### config.mk
export PLATFORM = sky130hd
export DESIGN_NAME = framed_packet_receiver_core_flat
export DESIGN_NICKNAME = d
export VERILOG_FILES = /design/src/rtl/fpr_pkg.sv /design/src/rtl/fpr_req_if.sv /design/src/rtl/fpr_rsp_if.sv /design/src/rtl/framed_packet_receiver_core.sv /design/src/rtl/fpr_step.sv /design/src/flat_wrapper.sv
export SDC_FILE = /design/constraint.sdc
export NUM_CORES = 1
export LEC_CHECK = 0
export BUFFER_PORTS_ARGS = -buffer_cell sky130_fd_sc_hd__buf_2
export CAP_MARGIN = 20
export CORE_MARGIN = 3
export CORE_UTILIZATION = 25
export DETAILED_ROUTE_END_ITERATION = 6
export SYNTH_ARGS = -nofsm -noshare
export SYNTH_HDL_FRONTEND = slang
export SYNTH_SLANG_ARGS = --single-unit
### constraint.sdc
create_clock -name clock -period 4.5 [get_ports clock]
set_clock_uncertainty 0.2 [all_clocks]
set_input_delay 0.9 -clock clock [delete_from_list [all_inputs] [get_ports clock]]
set_output_delay 0.9 -clock clock [all_outputs]
set_load 0.01 [all_outputs]
### src/rtl/fpr_pkg.sv
// Types and constants shared by the framed packet receiver.
`timescale 1ns / 1ps

package fpr_pkg;

   // Framing bytes on the serial link.
   localparam logic [7:0] FRAME_START = 8'h02;
   localparam logic [7:0] FRAME_END   = 8'h03;

   // Status codes reported with every result item.
   localparam logic [1:0] STATUS_WAIT  = 2'd0;
   localparam logic [1:0] STATUS_VALID = 2'd1;
   localparam logic [1:0] STATUS_ERROR = 2'd2;

   // Parser phase, one-hot coded.
   typedef enum logic [6:0] {
      PH_HUNT    = 7'b0000001,
      PH_LENGTH  = 7'b0000010,
      PH_PAYLOAD = 7'b0000100,
      PH_CHECK   = 7'b0001000,
      PH_TRAILER = 7'b0010000,
      PH_DONE_OK = 7'b0100000,
      PH_DONE_ERR = 7'b1000000
   } phase_type;

   // Everything the parser keeps from one byte to the next.
   typedef struct packed {
      phase_type  phase;
      logic [7:0] expected_length;
      logic [7:0] payload_count;
      logic [7:0] running_sum;
      logic [7:0] received_sum;
      logic       ready_flag;
   } parse_state_type;

   // One result item.
   typedef struct packed {
      logic [1:0] status;
      logic       frame_ready;
      logic       payload_valid;
      logic [7:0] payload_byte;
      logic [7:0] payload_index;
      logic [7:0] frame_length;
   } result_type;

endpackage

### src/rtl/fpr_req_if.sv
// Input channel: one received byte per item.
`timescale 1ns / 1ps

interface fpr_req_if;
   logic       valid;
   logic       ready;
   logic [7:0] rx_byte;

   modport source (output valid, output rx_byte, input ready);
   modport sink   (input valid, input rx_byte, output ready);
endinterface

### src/rtl/fpr_rsp_if.sv
// Result channel: one status item per received byte.
`timescale 1ns / 1ps

interface fpr_rsp_if;
   logic       valid;
   logic       ready;
   logic [1:0] status;
   logic       frame_ready;
   logic       payload_valid;
   logic [7:0] payload_byte;
   logic [7:0] payload_index;
   logic [7:0] frame_length;

   modport source (output valid, output status, output frame_ready,
                   output payload_valid, output payload_byte,
                   output payload_index, output frame_length, input ready);
   modport sink   (input valid, input status, input frame_ready,
                   input payload_valid, input payload_byte,
                   input payload_index, input frame_length, output ready);
endinterface

### src/rtl/framed_packet_receiver_core.sv
// Framed packet receiver: parses STX / length / payload / checksum / ETX frames.
//
// The req channel takes one received byte per item; the rsp channel returns
// exactly one result item per byte, in order. A result carries the status
// (waiting, frame valid, frame error), the frame-ready flag, the payload byte
// with its index when the byte was payload, and the last accepted length.
// The result of a byte is registered and offered from the cycle after it is
// taken. Throughput is one byte per cycle while rsp does not stall; the whole parser
// step is a single pass of logic between the state registers and the result
// register. While a result waits, a new byte is still taken if the rsp side
// takes the waiting result in the same cycle; if rsp stalls, req.ready drops
// and the held result stays stable until it is taken. A synchronous reset
// puts the parser in the hunting phase with all counters, sums, the length
// and the ready flag cleared, and empties the result register.
`timescale 1ns / 1ps

module framed_packet_receiver_core (
   input  logic             clock,
   input  logic             reset,
   fpr_req_if.sink          req,
   fpr_rsp_if.source        rsp
);
   import fpr_pkg::*;

   parse_state_type state_ff;
   parse_state_type state_in;
   result_type      result_ff;
   result_type      result_in;
   logic            rsp_valid_ff;
   logic            rsp_valid_in;
   logic            accept;

   // A byte is taken when the result register is free or being emptied.
   assign req.ready = !rsp_valid_ff || rsp.ready;
   assign accept    = req.valid && req.ready;

   fpr_step u_step (
      .state      (state_ff),
      .rx_byte    (req.rx_byte),
      .state_next (state_in),
      .result     (result_in)
   );

   assign rsp_valid_in = accept || (rsp_valid_ff && !rsp.ready);

   // Parser state advances once per accepted byte.
   always_ff @(posedge clock) begin
      if (reset) begin
         state_ff.phase           <= PH_HUNT;
         state_ff.expected_length <= 8'd0;
         state_ff.payload_count   <= 8'd0;
         state_ff.running_sum     <= 8'd0;
         state_ff.received_sum    <= 8'd0;
         state_ff.ready_flag      <= 1'b0;
         rsp_valid_ff             <= 1'b0;
      end else begin
         rsp_valid_ff <= rsp_valid_in;
         if (accept) begin
            state_ff <= state_in;
         end
      end
   end

   // Result register holds its item until the sink takes it.
   always_ff @(posedge clock) begin
      if (accept) begin
         result_ff <= result_in;
      end
   end

   assign rsp.valid         = rsp_valid_ff;
   assign rsp.status        = result_ff.status;
   assign rsp.frame_ready   = result_ff.frame_ready;
   assign rsp.payload_valid = result_ff.payload_valid;
   assign rsp.payload_byte  = result_ff.payload_byte;
   assign rsp.payload_index = result_ff.payload_index;
   assign rsp.frame_length  = result_ff.frame_length;

endmodule

### src/rtl/fpr_step.sv
// Next-state and result logic of the frame parser for one received byte.
`timescale 1ns / 1ps

module fpr_step (
   input  fpr_pkg::parse_state_type state,
   input  logic [7:0]               rx_byte,
   output fpr_pkg::parse_state_type state_next,
   output fpr_pkg::result_type      result
);
   import fpr_pkg::*;

   logic [7:0] count_inc;
   logic [7:0] sum_add;

   assign count_inc = state.payload_count + 8'd1;
   assign sum_add   = state.running_sum + rx_byte;

   always_comb begin
      state_next           = state;
      result.status        = STATUS_WAIT;
      result.payload_valid = 1'b0;
      result.payload_byte  = 8'd0;
      result.payload_index = 8'd0;

      case (state.phase)
         // Look for the start byte; everything else is dropped.
         PH_HUNT: begin
            if (rx_byte == FRAME_START) begin
               state_next.phase         = PH_LENGTH;
               state_next.payload_count = 8'd0;
               state_next.running_sum   = 8'd0;
               state_next.ready_flag    = 1'b0;
            end
         end
         // A zero length is rejected and the parser hunts again.
         PH_LENGTH: begin
            if (rx_byte != 8'd0) begin
               state_next.expected_length = rx_byte;
               state_next.phase           = PH_PAYLOAD;
            end else begin
               state_next.phase = PH_HUNT;
            end
         end
         // Pass the payload byte out with its index and add it to the sum.
         PH_PAYLOAD: begin
            result.payload_valid     = 1'b1;
            result.payload_byte      = rx_byte;
            result.payload_index     = state.payload_count;
            state_next.running_sum   = sum_add;
            state_next.payload_count = count_inc;
            if (count_inc >= state.expected_length) begin
               state_next.phase = PH_CHECK;
            end
         end
         PH_CHECK: begin
            state_next.received_sum = rx_byte;
            state_next.phase        = PH_TRAILER;
         end
         // The frame is good only with the end byte and matching sums.
         PH_TRAILER: begin
            if (rx_byte == FRAME_END && state.running_sum == state.received_sum) begin
               state_next.phase      = PH_DONE_OK;
               state_next.ready_flag = 1'b1;
               result.status         = STATUS_VALID;
            end else begin
               state_next.phase = PH_DONE_ERR;
               result.status    = STATUS_ERROR;
            end
         end
         // After a result the byte is discarded and hunting restarts.
         default: begin
            state_next.phase         = PH_HUNT;
            state_next.payload_count = 8'd0;
            state_next.running_sum   = 8'd0;
            state_next.ready_flag    = 1'b0;
         end
      endcase

      result.frame_ready  = state_next.ready_flag;
      result.frame_length = state_next.expected_length;
   end

endmodule
### src/flat_wrapper.sv
// flat-port wrapper written by rule: the top's interface ports become plain ports
module framed_packet_receiver_core_flat import fpr_pkg::*;
  (clock, reset, req_valid, req_rx_byte, req_ready, rsp_valid, rsp_status, rsp_frame_ready, rsp_payload_valid, rsp_payload_byte, rsp_payload_index, rsp_frame_length, rsp_ready);
  fpr_req_if req_i ();
  fpr_rsp_if rsp_i ();
  input  logic clock;
  input  logic reset;
  input wire logic [$bits(req_i.valid)-1:0] req_valid;
  input wire logic [$bits(req_i.rx_byte)-1:0] req_rx_byte;
  output wire logic [$bits(req_i.ready)-1:0] req_ready;
  output wire logic [$bits(rsp_i.valid)-1:0] rsp_valid;
  output wire logic [$bits(rsp_i.status)-1:0] rsp_status;
  output wire logic [$bits(rsp_i.frame_ready)-1:0] rsp_frame_ready;
  output wire logic [$bits(rsp_i.payload_valid)-1:0] rsp_payload_valid;
  output wire logic [$bits(rsp_i.payload_byte)-1:0] rsp_payload_byte;
  output wire logic [$bits(rsp_i.payload_index)-1:0] rsp_payload_index;
  output wire logic [$bits(rsp_i.frame_length)-1:0] rsp_frame_length;
  input wire logic [$bits(rsp_i.ready)-1:0] rsp_ready;
  assign req_i.valid = req_valid;
  assign req_i.rx_byte = req_rx_byte;
  assign req_ready = req_i.ready;
  assign rsp_valid = rsp_i.valid;
  assign rsp_status = rsp_i.status;
  assign rsp_frame_ready = rsp_i.frame_ready;
  assign rsp_payload_valid = rsp_i.payload_valid;
  assign rsp_payload_byte = rsp_i.payload_byte;
  assign rsp_payload_index = rsp_i.payload_index;
  assign rsp_frame_length = rsp_i.frame_length;
  assign rsp_i.ready = rsp_ready;
  framed_packet_receiver_core u_core (.clock(clock), .reset(reset), .req(req_i), .rsp(rsp_i));
endmodule
# == Word level (Yosys, flattened, before mapping) ==
# Index checks and enable logic that the tools add are counted.
# op_classes
n_lt_le_gt_ge,1
mux,14
n_bitwise,1
addsub,2
n_eq_ne,10
n_reduce_logical,13
# ops
operator,n
$pmux W16 S3,1
$pmux W7 S5,1
$mux W7,3
$mux W17,1
$eq A8 B2 Y1 const B,2
$mux W16,1
$mux W8,2
$add A8 B1 Y8 const B,1
$add A8 B8 Y8,1
$eq A8 B8 Y1,1
$ge A8 B8 Y1,1
$reduce_bool A8 Y1,1
$eq A7 B1 Y1 const B,1
$eq A7 B2 Y1 const B,1
$eq A7 B3 Y1 const B,1
$eq A7 B4 Y1 const B,1
$eq A7 B5 Y1 const B,1
$reduce_and A3 Y1,2
$reduce_or A3 Y1,2
$ne A2 B2 Y1 const B,2
$logic_and A1 B1 Y1,3
$mux W3,1
$pmux W1 S3,1
$logic_not A1 Y1,2
other kinds (5),7
# word_totals
regBits,69
input_bits,12

# == Logic depth before layout (Yosys ltp) ==
# Gate-level depths: netlist (run 1).
# depth
depth_word,4
depth_mapped,10

# == By module ==
# A second synthesis (run 1) with hierarchy kept.
# hier_totals
cells_unflattened,431
hier_area_um2,4282.9
# by_module_without_submodules
mod,instances,cells_per_inst,area_per_inst_um2
framed_packet_receiver_core,1,216,2777.7
fpr_step,1,215,1505.2

# == Worst setup path after synthesis (run 1) ==
# No wires, ideal clock.
# synth_path
path_kind,input to register
startpoint,in req_rx_byte[0]
endpoint,reg u_core.state_ff[15] in the netlist's numbering
path_buffers,0
t_arrival_ns,2.373
t_required_ns,4.183
cell_stages,8
setup_time_ns,0.117
path_slack_ns,1.809
cell_sequence,ha_1 > fa_1 > a21o_1 > a21oi_1 > o21ai_0 > a21oi_1 > xnor2_1 > a32o_1
# synth_via
elab_chain_len,3
elab_cells_between_ends,5
classes_between,add/sub: 1; eq/ne: 2; mux: 1; reduce/logical: 1
# synth_lines
item,line_no,rtl
"start, declared",flat_wrapper.sv:9,input wire logic [$bits(req_i.rx_byte)-1:0] req_rx_byte;
"parallel branches: the longest is 3 deep, another holds $add A8 B8 Y8",n/a,
"end signal, assigned",framed_packet_receiver_core.sv:59,state_ff <= state_in;
"end, declared",framed_packet_receiver_core.sv:25,parse_state_type state_ff;
# Several ways; the timed one is not identified.
# A chain may end at the register's enable or synchronous reset.

# == Worst setup path in the final report (run 1) ==
# layout_path
startpoint,reg u_core.state_ff[17] in the netlist's numbering
endpoint,reg u_core.state_ff[36] in the netlist's numbering
# layout_via
elab_chain_len,4
# layout_lines
item,line_no,rtl
$add A8 B1 Y8,fpr_step.sv:15,assign count_inc = state.payload_count + 8'd1;
$ge A8 B8 Y1,fpr_step.sv:51,if (count_inc >= state.expected_length) begin
$ne A2 B2 Y1 (no line),n/a,
$reduce_and A3 Y1 (no line),n/a,
# No other way between the ends.

==> run summary, run 1 <==
The signal on the critical path passes through and3_1, and3_1, xor2_1, ha_1, a21o_1, a21o_1, a211oi_2, o21a_2, nor2_1, o221a_2. For this configuration, the core starts out at a cell density of 0.259. The via count of the routed design came out at 2764. The count of clock tree sinks is 69.

The number of buffers inserted during clock tree synthesis came out at 9. The type of destination of the critical path is a flip-flop. The sum of negative setup slack is 0 ns. The total power density per cell area came out at 420 nW/um2. The share of the yosys chip area belonging to registers is 0.476. The tightest hold path in the finished design has a slack of 0.290 ns.

CTS built an H-tree with a depth of 3. The tool flagged a number of max-cap violations equal to 0. The number of rows created at floorplan is 42. After synthesis, the share of flip-flops with an asynchronous set or reset is 0. VDD sags by at most 180 uV.

The weighted congestion reported at the end of routability-driven placement came out at 0.828. In the synthesized netlist the dominant register cell turns out to be sky130_fd_sc_hd__dfxtp_1. The via density per instance is 4.87. The max-slew violation count is 0. The height of the die came out at 124 um. The number of distinct library cells after synthesis came out at 54.

Leaving out fill and tap cells, the most frequent cell in the layout is sky130_fd_sc_hd__nor2_1. The count of instances resized after the clock tree is built came out at 0. Setup repair after global routing left no endpoint under its margin. The placed instance area came out at 3840 um2. The iteration-0 DRC count of the detailed router is 182.

For this run, the total global-route usage over all layers was measured as 0.117. In the routed design, unresolved DRC markers number 0. The worst setup path is launched from a flip-flop. The number of hold buffers added after CTS was 0. Among all stages on the critical path, the largest delay is contributed by sky130_fd_sc_hd__dfxtp_1. The total setup violations reported at the end of the flow is 0.

In the layout the commonest cells are sky130_fd_sc_hd__nor2_1 (43), sky130_fd_sc_hd__buf_2 (41), sky130_fd_sc_hd__dfxtp_1 (41), sky130_fd_sc_hd__edfxtp_1 (28), sky130_fd_sc_hd__a21oi_1 (24). Synthesis produced a netlist with a net count of 378. The setup fix buffers added after clock tree synthesis is 0. The minimum clock period came out at 2.92 ns. The largest single stage delay on the critical path is 0.44 ns. Counting both buffers and inverters, the worst setup path holds a total of 0.

The die covers 15400 um2. The classification of the worst-slack hold path is reg -> reg. The repair_antennas step left the layout with diodes totalling 0. The run finished with clean final reports. After synthesis the cells add up to 3490 um2. The number of nets in the layout is 416. The type of the worst setup path is reg -> reg. Broken down by cell family, the worst path's largest delay share belongs to compound AO/OA/AOI/OAI gates. The clock latency on the worst-skew pair came out at 0.34 ns. The worst path required time came out at 4.52 ns. Summed over all nets, the half-perimeter wirelength after detailed placement is 5910 um. The via count of the first global-routing pass came out at 2874. TritonCTS built the clock tree.

The number of warnings reported in the yosys synthesis log is 0. The average wire length per cell after detail routing is 14.5 um. Pin placement for this block handled 42 I/O pins. The synthesized area per cell came out at 9.99 um2. The total iterations of the first detailed-routing run came out at 4. The count of input and output buffers came out at 41. The total overflow reported by the global router came out at 0. The number of failing hold endpoints at the final stage is 0. The number of buffers on the longest clock path is 2. The core outline area came out at 13500 um2. The headroom to the max-slew limit is 0.499.

The antenna violation net count after detailed routing came out at 0. The tree is rooted in a sky130_fd_sc_hd__clkbuf_16. The number of synthesized flops with an enable pin came out at 28. The peak fanout along the critical path came out at 9. The finished cells cover 4170 um2. Entering global routing, the biggest net connects 40 pins. Timing would allow up to 0.343 GHz. The layout-stage area growth over the synthesis result is 19.5%. The post-synthesis cell count is 349.

Of the available clock period, the critical path in the final layout requires 0.649. The fraction of layout instances using a drive strength above 1 is 0.184. The first global-routing pass estimated 13900 um of wire. For the worst setup path, the data arrival time is 2.94 ns.

The register bit count reported by yosys is 69. The width of the die came out at 124 um. The slew of the pin with the lowest slew margin is 0.752 ns.

The post-detailed-routing wire length is 8250 um. The clock slew seen by the registers of the worst setup and hold paths came out at 0.06 ns. The leakage component of the power is 1.73 nW.

The number of antenna violations at the first check in global routing is 0.
==> worst paths after layout <==
path / start / endpoint / slack, ns / cells after the start
worst min-delay path: u_core.state_ff[24] / u_core.state_ff[24] / 0.29 / 2
worst max-delay path: u_core.state_ff[17] / u_core.state_ff[36] / 1.58 / 10
worst min register to register: u_core.state_ff[24] / u_core.state_ff[24] / 0.29 / 2
worst max register to register: u_core.state_ff[17] / u_core.state_ff[36] / 1.58 / 10
==> Yosys cell counts, drive strengths merged (2+ instances only) <==
cell type	n	area, um2
clkbuf	8	30.0
nor2	44	168
nand4b	2	17.5
nand2	13	48.8
nand3b	3	22.5
dfxtp	41	821
a22oi	10	75.1
a211oi	2	20.0
buf	8	53.8
xor2	14	123
or3	3	18.8
and3	4	25.0
xnor2	7	61.3
inv	14	52.6
a22o	8	71.3
o311ai	2	17.5
a21oi	24	120
o211ai	3	36.3
nand3	14	70.1
o21ai	18	93.8
ha	16	200
a21o	6	45.0
and2	19	121
edfxtp	28	841
nand2b	2	12.5
nor2b	2	12.5
and4	2	17.5
mux2i	9	90.1
nor4	4	46.3
nor3	8	40.0
==> layer usage <==
metal	wire, um	global-route usage	vias up
li1	-	-	1331
met1	3540	0.134	1354
met2	4090	0.202	62
met3	409	0.0286	17
met4	209	0.0589	0
met5	0	0	-
==> per-stage QoR <==
| stage | power (W) | util | worst slack [ns] | cells |
|---|---|---|---|---|
| global placement | 0.00100 | 0.286 | 1.54 | 552 |
| global route | 0.00183 | 0.310 | 1.27 | 568 |
| detailed placement | 0.00100 | 0.286 | 1.44 | 552 |
| finish | 0.00175 | 0.310 | 1.58 | 568 |
| CTS | 0.00177 | 0.310 | 1.57 | 568 |
| floorplan | 0.000946 | - | 1.81 | 349 |
==> worst min-delay path: cells and delay by family, from the launching register on <==
kind	cells	cell delay, ns
AND/OR/NAND/NOR	1	0.06
AO/OA/AOI/OAI	1	0.05
flip-flops	1	0.33
==> where the power goes <==
group / total, W / leakage (nW) / switching, W / internal, W
combinational: 0.000280 / 0.961 / 0.000180 / 0.000101
clock: 0.000759 / 0.154 / 0.000273 / 0.000486
sequential: 0.000712 / 0.613 / 0.0000304 / 0.000681
total: 0.00175 / 1.73 / 0.000483 / 0.00127
==> cell type report <==
cell class,count,area [um2]
fillers,1429,9290
flip-flops and latches,69,1660
inverters,14,52.6
repair buffers,43,220
clock buffers,9,225
multi-input cells,250,1690
clock inverters,7,97.6
well taps,176,220
==> sequential cells by signal, indices dropped and copies added (netlist names) <==
signal	count
u_core.rsp.payload_byte	8
u_core.rsp.frame_length	8
u_core.rsp.payload_valid	1
u_core.rsp.payload_index	8
u_core.rsp.valid	1
u_core.rsp.status	2
u_core.rsp.frame_ready	1
u_core.state_ff	40
==> kinds of logic after synthesis <==
kind of cell / Yosys count / synth area share
simple gates: 124 / 0.190
compound gates: 79 / 0.152
flops: 69 / 0.476
buf+inv: 30 / 0.0391
xor+xnor: 21 / 0.0527
fa+ha+maj: 17 / 0.0631
mux: 9 / 0.0258
No activity file was read; power rests on OpenSTA's default activity.
==> inputs of run 2 (changes only) <==
- ABC_AREA: default -> 1
- clock period: 4.5 -> 2.8 ns (I/O delays scaled with it)
==> run 2 against run 1 <==
Sequential cell count unchanged. Cell area is 8.7% higher. Count of clock-buffer cells in the layout up 3. Synthesized cell count grew 45%. Power increased by 75%. Register-to-register slack worse by 1.2 ns. Global-route usage increased by 0.21 points. Die area grew 9.5%. Via count grew 18%. Utilization shrank 0.27 points. Worst hold slack worse by 0.058 ns. Worst setup slack got worse by 1.2 ns. Critical path type unchanged. Largest power group is now registers.
==> run summary, run 2 <==
In the synthesized netlist the async set-or-reset flop fraction comes to 0. The commonest cells after synthesis are sky130_fd_sc_hd__nand2_1 (115), sky130_fd_sc_hd__inv_1 (72), sky130_fd_sc_hd__nor2_1 (68), sky130_fd_sc_hd__dfxtp_1 (41), sky130_fd_sc_hd__a21oi_1 (34). In this run the worst path has a maximum fanout of 8. The cell area that synthesis handed to floorplanning was 3840 um2.

The average wire length per cell after detail routing came out at 12.8 um. The sum of negative setup slack is 0 ns. The clock latency on the worst-skew pair is 0.34 ns. Ranked by total cell area, the synthesized netlist is headed by sky130_fd_sc_hd__edfxtp_1 (22%), sky130_fd_sc_hd__dfxtp_1 (21%), sky130_fd_sc_hd__nand2_1 (11%), sky130_fd_sc_hd__inv_1 (7.0%), sky130_fd_sc_hd__nor2_1 (6.7%).

The global routing usage summed across all routing layers came out at 0.119. The number of synthesized flops with an enable pin came out at 28. The share of the synthesized area in the top cell type is 0.219. Routability-driven placement finished with a final weighted congestion of 0.856. The max-slew violation count came out at 0. STA classifies the critical path endpoint as a flip-flop. The flow ran to the end, and the final reports show no timing, DRC or antenna violations.

The die area came out at 16900 um2. Leaving out fill and tap cells, the most frequent cells in the layout are sky130_fd_sc_hd__nand2_1 (115), sky130_fd_sc_hd__inv_1 (72), sky130_fd_sc_hd__nor2_1 (68), sky130_fd_sc_hd__buf_2 (41), sky130_fd_sc_hd__dfxtp_1 (41). The iteration-0 DRC count of the detailed router is 161. Setup violations remaining at the end of the flow were counted as 0. The setup fix buffers added after clock tree synthesis is 0. The synthesized design contains 69 register bits. In this run the critical register-to-register path is captured at u_core.state_ff[33]. Headroom to the max-slew limit came out at 0.705.

The worst register-to-register path has a depth of 17. The post-synthesis cell count is 505. The final critical-path share of the clock period came out at 0.867. The number of failing hold endpoints at the final stage came out at 0. Buffers placed on the I/O ports in this run total 41. The worst path in the final design needs a cycle of 2.43 ns, including I/O delays and setup. The count of instances resized after the clock tree is built came out at 0. The fraction of layout instances using a drive strength above 1 came out at 0.164. Across all layers, the routed design uses 3252 vias. The total overflow reported by the global router came out at 0. The first TritonRoute pass finished after 4 iterations. The number of buffers inserted during clock tree synthesis came out at 9. The synthesized area per cell came out at 7.60 um2. The count of pins on the block boundary came out at 42. sky130_fd_sc_hd__edfxtp_1 takes more of the synthesized area than any other cell. The worst setup path is launched from a flip-flop. The worst IR drop on VDD came out at 266 uV.

In this run the worst setup path begins at u_core.state_ff[17]. The root buffer cell chosen for the clock tree is sky130_fd_sc_hd__clkbuf_16. The type of the worst setup path is reg -> reg.

The placed instances occupy a cell area of 4240 um2. The number of flip-flops under the largest register name came out at 40. Derived from the worst setup path, the maximum achievable clock frequency is 0.412 GHz. The floorplan step set the die width to 130 um. 0 antenna diodes ended up in the layout. The flip-flop cell with the highest count after synthesis is sky130_fd_sc_hd__dfxtp_1. The number of nets in the layout came out at 579. The most common cell in the synthesized netlist is sky130_fd_sc_hd__nand2_1. The number of filler cells placed in the layout is 1621.

The wire-length estimate of the detail-placed layout is 6970 um. No sink is reached through more buffers than the 2 on the longest clock path. Across the whole layout, storage elements account for 1660 um2. Setup repair after global routing left no endpoint under its margin.

The via density per instance came out at 4.40. For this configuration, the core starts out at a cell density of 0.260. The clock slew seen by the registers of the worst setup and hold paths came out at 0.06 ns. The number of levels in the clock H-tree came out at 3. The number of warnings reported in the yosys synthesis log came out at 0. The setup slack of the most critical reg-to-reg path is 0.37 ns. The hold-fix buffer count after cts came out at 0. The number of antenna violations at the first check in global routing is 2. The core outline area is 14800 um2. The number of maximum-capacitance constraint violations is 0. Synthesis produced a netlist with a net count of 534.

The multi-input combinational cells in the finished layout cover a total of 1820 um2. The TritonCTS clock tree is yes. The layout-stage area growth over the synthesis result is 18.0%. The worst reg2reg path startpoint is u_core.state_ff[17].

The via count of the first global-routing pass is 3028. The slew of the pin with the lowest slew margin came out at 0.441 ns. The leakage component of the power came out at 2.05 nW.

The first global-routing pass estimated 15400 um of wire. The number of DRC violations after detailed routing is 0. The share of the Yosys chip area taken by registers is 0.433. The height of the die is 130 um. The min-delay analysis places its worst path in the category in -> reg. Counting distinct cell types in the post-synthesis netlist gives 30. At the worst endpoint, the arrival time is 2.44 ns.

The post-detailed-routing wire length is 9430 um. Entering global routing, the biggest net connects 37 pins. The total power density per cell area came out at 677 nW/um2. The antenna violation net count after detailed routing came out at 0. More flip-flops sit in one register than any other, and that register is u_core.state_ff. The library cell used most frequently in the layout, excluding fill and tap cells, is sky130_fd_sc_hd__nand2_1. The floorplan has 44 rows. The worst path required time came out at 2.81 ns. The count of clock tree sinks came out at 69. The final cell area excluding filler cells is 4530 um2. The worst setup path endpoint is u_core.state_ff[33].
## run 2: cell count changes after synthesis, moves of 7 or more
cell	before	now
sky130_fd_sc_hd__nand3_1	14	31
sky130_fd_sc_hd__mux2i_1	9	0
sky130_fd_sc_hd__and2_1	17	0
sky130_fd_sc_hd__a21oi_1	24	34
sky130_fd_sc_hd__nor2_1	43	68
sky130_fd_sc_hd__a22o_1	7	0
sky130_fd_sc_hd__nand2_1	13	115
sky130_fd_sc_hd__inv_1	14	72
sky130_fd_sc_hd__a22oi_1	10	0
sky130_fd_sc_hd__nand4_1	0	14
sky130_fd_sc_hd__xor2_1	14	5
## run 2: kinds of logic after synthesis
logic type | share of synthesized area
DFF | 0.433
AOI/OAI and AO/OA | 0.0877
adders and majority gates | 0.0574
buffers and inverters | 0.0936
and+or+nand+nor | 0.306
xor gates and xnor gates | 0.0228
## run 2: final cells by class
| type | count | share of cell area |
|---|---|---|
| Clock inverter | 4 | 0.0108 |
| Clock buffer | 12 | 0.0522 |
| Sequential cell | 69 | 0.367 |
| Tap cell | 184 | 0.0508 |
| Inverter | 78 | 0.0646 |
| Multi-Input combinational cell | 346 | 0.401 |
| Timing Repair Buffer | 46 | 0.0536 |
## run 2: report_power, final
| part | internal (W) | switching [W] |
|---|---|---|
| clock | 0.000687 | 0.000428 |
| sequential | 0.00114 | 0.0000541 |
| combinational | 0.000230 | 0.000530 |
| total | 0.00205 | 0.00101 |
## run 2: how the worst min path moves through the flow
stage | startpoint | end | slack (ns) | depth (start not counted)
5_1_grt | reset | u_core.state_ff[15] | 0.23 | 2
4_1_cts | reset | u_core.state_ff[15] | 0.22 | 2
2_1_floorplan | u_core.state_ff[4] | u_core.state_ff[4] | 0.24 | 2
3_5_place_dp | u_core.state_ff[4] | u_core.state_ff[4] | 0.27 | 2
6_report | reset | u_core.state_ff[15] | 0.23 | 2
3_3_place_gp | u_core.state_ff[5] | u_core.state_ff[5] | 0.26 | 2
## run 2: worst max-delay path: stages, from the launching register on
cell and delay (ns):
sky130_fd_sc_hd__dfxtp_1 0.40, sky130_fd_sc_hd__ha_1 0.22, sky130_fd_sc_hd__nand4_1 0.15, sky130_fd_sc_hd__nor2_1 0.12
sky130_fd_sc_hd__nand2_1 0.05, sky130_fd_sc_hd__nand2_1 0.07, sky130_fd_sc_hd__inv_1 0.04, sky130_fd_sc_hd__ha_1 0.26
sky130_fd_sc_hd__nand2_1 0.08, sky130_fd_sc_hd__inv_1 0.05, sky130_fd_sc_hd__a21oi_1 0.12, sky130_fd_sc_hd__nand2_1 0.08
sky130_fd_sc_hd__nor2_2 0.10, sky130_fd_sc_hd__nand2_2 0.09, sky130_fd_sc_hd__nand2_4 0.12, sky130_fd_sc_hd__inv_2 0.05
sky130_fd_sc_hd__nand2_1 0.05, sky130_fd_sc_hd__nand3_1 0.05
## run 2: layer usage
layer,track usage,wire (um)
met5,0,21
met4,0.0348,128
met3,0.0409,633
met2,0.174,4000
met1,0.167,4650
## run 2: per-stage QoR
step           setup slack [ns]  cells  hold slack (ns)  utilization  power [W]
3_5_place_dp              0.373    723            0.268        0.288    0.00197
2_1_floorplan             0.573    505            0.242            -    0.00179
3_3_place_gp              0.432    723            0.260        0.288    0.00197
5_1_grt                   0.123    739            0.230        0.307    0.00324
4_1_cts                   0.353    739            0.217        0.307    0.00310
6_report                  0.372    739            0.233        0.307    0.00306
==> inputs of run 3 (changes only) <==
- REMOVE_ABC_BUFFERS: default -> 1
==> run 3 against run 2 <==
Combinational power down 1%. Non-clock buffer count unchanged. Worst setup slack worse by 0.031 ns. Utilization up 0.093 points. Via count unchanged. Sequential power about the same. Register-to-register slack worse by 0.03 ns. Clock power about the same. Cell area up 0.30%. Wire length down 2.8%.
==> run summary, run 3 (same netlist as run 2, synthesis figures left out) <==
Traced cell by cell, the critical path runs through ha_1, nand4_1, nor2_1, nand2_1, nand2_1, inv_1, ha_1, nand2_1, inv_1, a21oi_1, nand2_1, nor2_2, nand2_2, nand2_4, inv_2, nand2_1, nand3_1. The number of nets in the layout is 579. At the pin with the least slew margin, the transition time is 0.458 ns.

The antenna violation net count after detailed routing is 0. The global routing usage summed across all routing layers came out at 0.117. The count of clock tree sinks is 69. Of the total power, the share spent switching nets is 0.334.

Summed over all nets, the switching power comes to 0.00103 W. The worst IR drop on VDD came out at 264 uV. The final cell area excluding filler cells is 4540 um2. The iteration-0 DRC count of the detailed router came out at 142.

The clock share of power came out at 0.369. Setup repair after global routing left no endpoint under its margin. The internal power of the cells totals 0.00205 W. STA classifies the critical path startpoint as a flip-flop. The register with the most flip-flops in the layout has 40 of them. The worst endpoint data arrival time is 2.47 ns. The total overflow reported by the global router came out at 0. The number of failing hold endpoints at the final stage is 0. The number of antenna violations at the first check in global routing came out at 0. The headroom to the max-slew limit is 0.694. The worst setup path is captured at a flip-flop. The global-route track usage on met2 came out at 0.188. The layer flagged by global routing as most heavily used is met2.

The pin count of the biggest net entering global routing is 31. 0 antenna diodes ended up in the layout. The via count of the routed design came out at 3252. The number of levels in the clock H-tree came out at 3. The hold-fix buffer count after cts is 0.

After floorplanning, the core was sized to cover 14800 um2. The number of maximum-capacitance constraint violations came out at 0. Leaving out fill and tap cells, the most frequent cells in the layout are sky130_fd_sc_hd__nand2_1 (115), sky130_fd_sc_hd__inv_1 (72), sky130_fd_sc_hd__nor2_1 (68), sky130_fd_sc_hd__buf_2 (41), sky130_fd_sc_hd__dfxtp_1 (41). The slowest cell on the critical path is sky130_fd_sc_hd__dfxtp_1. The max-slew violation count came out at 0.

The first global-routing pass estimated 15200 um of wire. The register share of total power came out at 0.387. The die area is 16900 um2. Of the cells placed in the final design, the portion with a size suffix greater than 1 is 0.169.

The count of input and output buffers came out at 41. The worst hold path belongs to the class reg -> reg. For the worst setup path, the data required time is 2.81 ns. The number of rows created at floorplan came out at 44. The count of pins on the block boundary came out at 42. For met3 alone, demand over resource in global routing was 0.0352.

The total power density per cell area is 677 nW/um2. The clock slew seen by the registers of the worst setup and hold paths came out at 0.06 ns. The clock latency on the worst-skew pair came out at 0.34 ns.

The run finished with clean final reports. The initial utilization of the core area, before any placement, comes to 0.260. The total iterations of the first detailed-routing run is 5. For this run, global-route usage on met1 was measured as 0.149. The register with the most flip-flops in the final layout is u_core.state_ff. The total setup violations reported at the end of the flow is 0.

CTS placed an instance of sky130_fd_sc_hd__clkbuf_16 at the clock tree root. The clock passes through at most 2 buffers. In the finished design, the share of the clock period the worst path needs comes to 0.878. The layout-stage area growth over the synthesis result is 18.4%. The die is 130 um tall.

After detailed routing, the average wire length per cell comes to 12.4 um. The count of instances resized after the clock tree is built came out at 0. The via count of the first global-routing pass came out at 3068.

The via density per instance came out at 4.40. The cell family with the largest share of critical-path delay is simple AND/OR/NAND/NOR gates. Once layout is complete, the utilization of the core stands at 0.308. The sum of internal, switching and leakage power came out at 0.00308 W. The weighted congestion reported at the end of routability-driven placement came out at 0.827. The post-detailed-routing wire length is 9170 um. The routed design could run at a clock period as short as 2.46 ns. The cell that appears most often on the critical path is sky130_fd_sc_hd__nand2_1. The number of DRC violations after detailed routing is 0.

Setup total negative slack on the finished layout was measured at 0 ns. Buffers added to address setup during post-CTS repair amount to 0. The half-perimeter wire length after detailed placement came out at 6760 um. The placed instance area is 4240 um2.

The buffering stage count on the worst path with inverters included came out at 3. The highest clock frequency the design can meet is 0.407 GHz. The width of the die came out at 130 um.

TritonCTS built the clock tree. The peak fanout along the critical path is 8. TritonCTS created 9 clock buffers. Leaving out fill and tap cells, the most frequent cell in the layout is sky130_fd_sc_hd__nand2_1.

The combinational share of power is 0.244. The type of the worst setup path is reg -> reg. The delay contributed by the slowest stage of the critical path is 0.40 ns. The leakage component of the power is 2.07 nW.
## run 3: changes by cell type in the layout (fill, tap and decap cells not counted)
| cell | change |
|---|---|
| sky130_fd_sc_hd__clkbuf_1 | -3 |
| sky130_fd_sc_hd__clkinv_2 | +1 |
| sky130_fd_sc_hd__clkinv_4 | +3 |
| sky130_fd_sc_hd__clkinvlp_4 | -2 |
| sky130_fd_sc_hd__inv_6 | +1 |
## run 3: final timing paths
path                         endpoint  cells past startpoint           startpoint  slack (ns)
setup / recovery  u_core.state_ff[33]                     17  u_core.state_ff[17]        0.34
hold reg to reg    u_core.state_ff[5]                      2   u_core.state_ff[5]        0.27
setup reg to reg  u_core.state_ff[33]                     17  u_core.state_ff[17]        0.34
hold / removal     u_core.state_ff[5]                      2   u_core.state_ff[5]        0.27
## run 3: cell type report
cell class                 count  area, um2
fill                        1608      10200
clock inverter                 7       73.8
tap                          184        230
timing repair buffer          46        243
clock buffer                   9        225
multi-input combinational    346       1820
sequential                    69       1660
inverter                      78        293
## run 3: worst reg2reg max path: cells and delay by family (launching register included)
family / cells / cell delay, ns
buffers and inverters: 3 / 0.16
AO/OA/AOI/OAI: 1 / 0.11
adder cells (fa/ha/maj): 2 / 0.49
flip-flops: 1 / 0.40
AND/OR/NAND/NOR: 11 / 0.97
## run 3: metal layers
layer,routed length [um],up-vias
met5,0,-
met1,4190,1473
li1,-,1707
met2,4370,66
met3,496,6
met4,112,0
## run 3: power by group through the flow
stage | registers [W] | clock network (W) | logic (W)
CTS | 0.00119 | 0.00117 | 0.000757
floorplan | 0.00122 | 0 | 0.000527
global placement | 0.00121 | 0 | 0.000750
global route | 0.00120 | 0.00122 | 0.000844
detailed placement | 0.00121 | 0 | 0.000754
finish | 0.00119 | 0.00114 | 0.000751
## run 3: stage by stage
stage / hold WS, ns / instances / setup WS, ns
5_1_grt: 0.277 / 739 / 0.109
6_report: 0.270 / 739 / 0.341
4_1_cts: 0.258 / 739 / 0.329
3_3_place_gp: 0.261 / 723 / 0.406
2_1_floorplan: 0.242 / 493 / 0.500
3_5_place_dp: 0.266 / 723 / 0.328
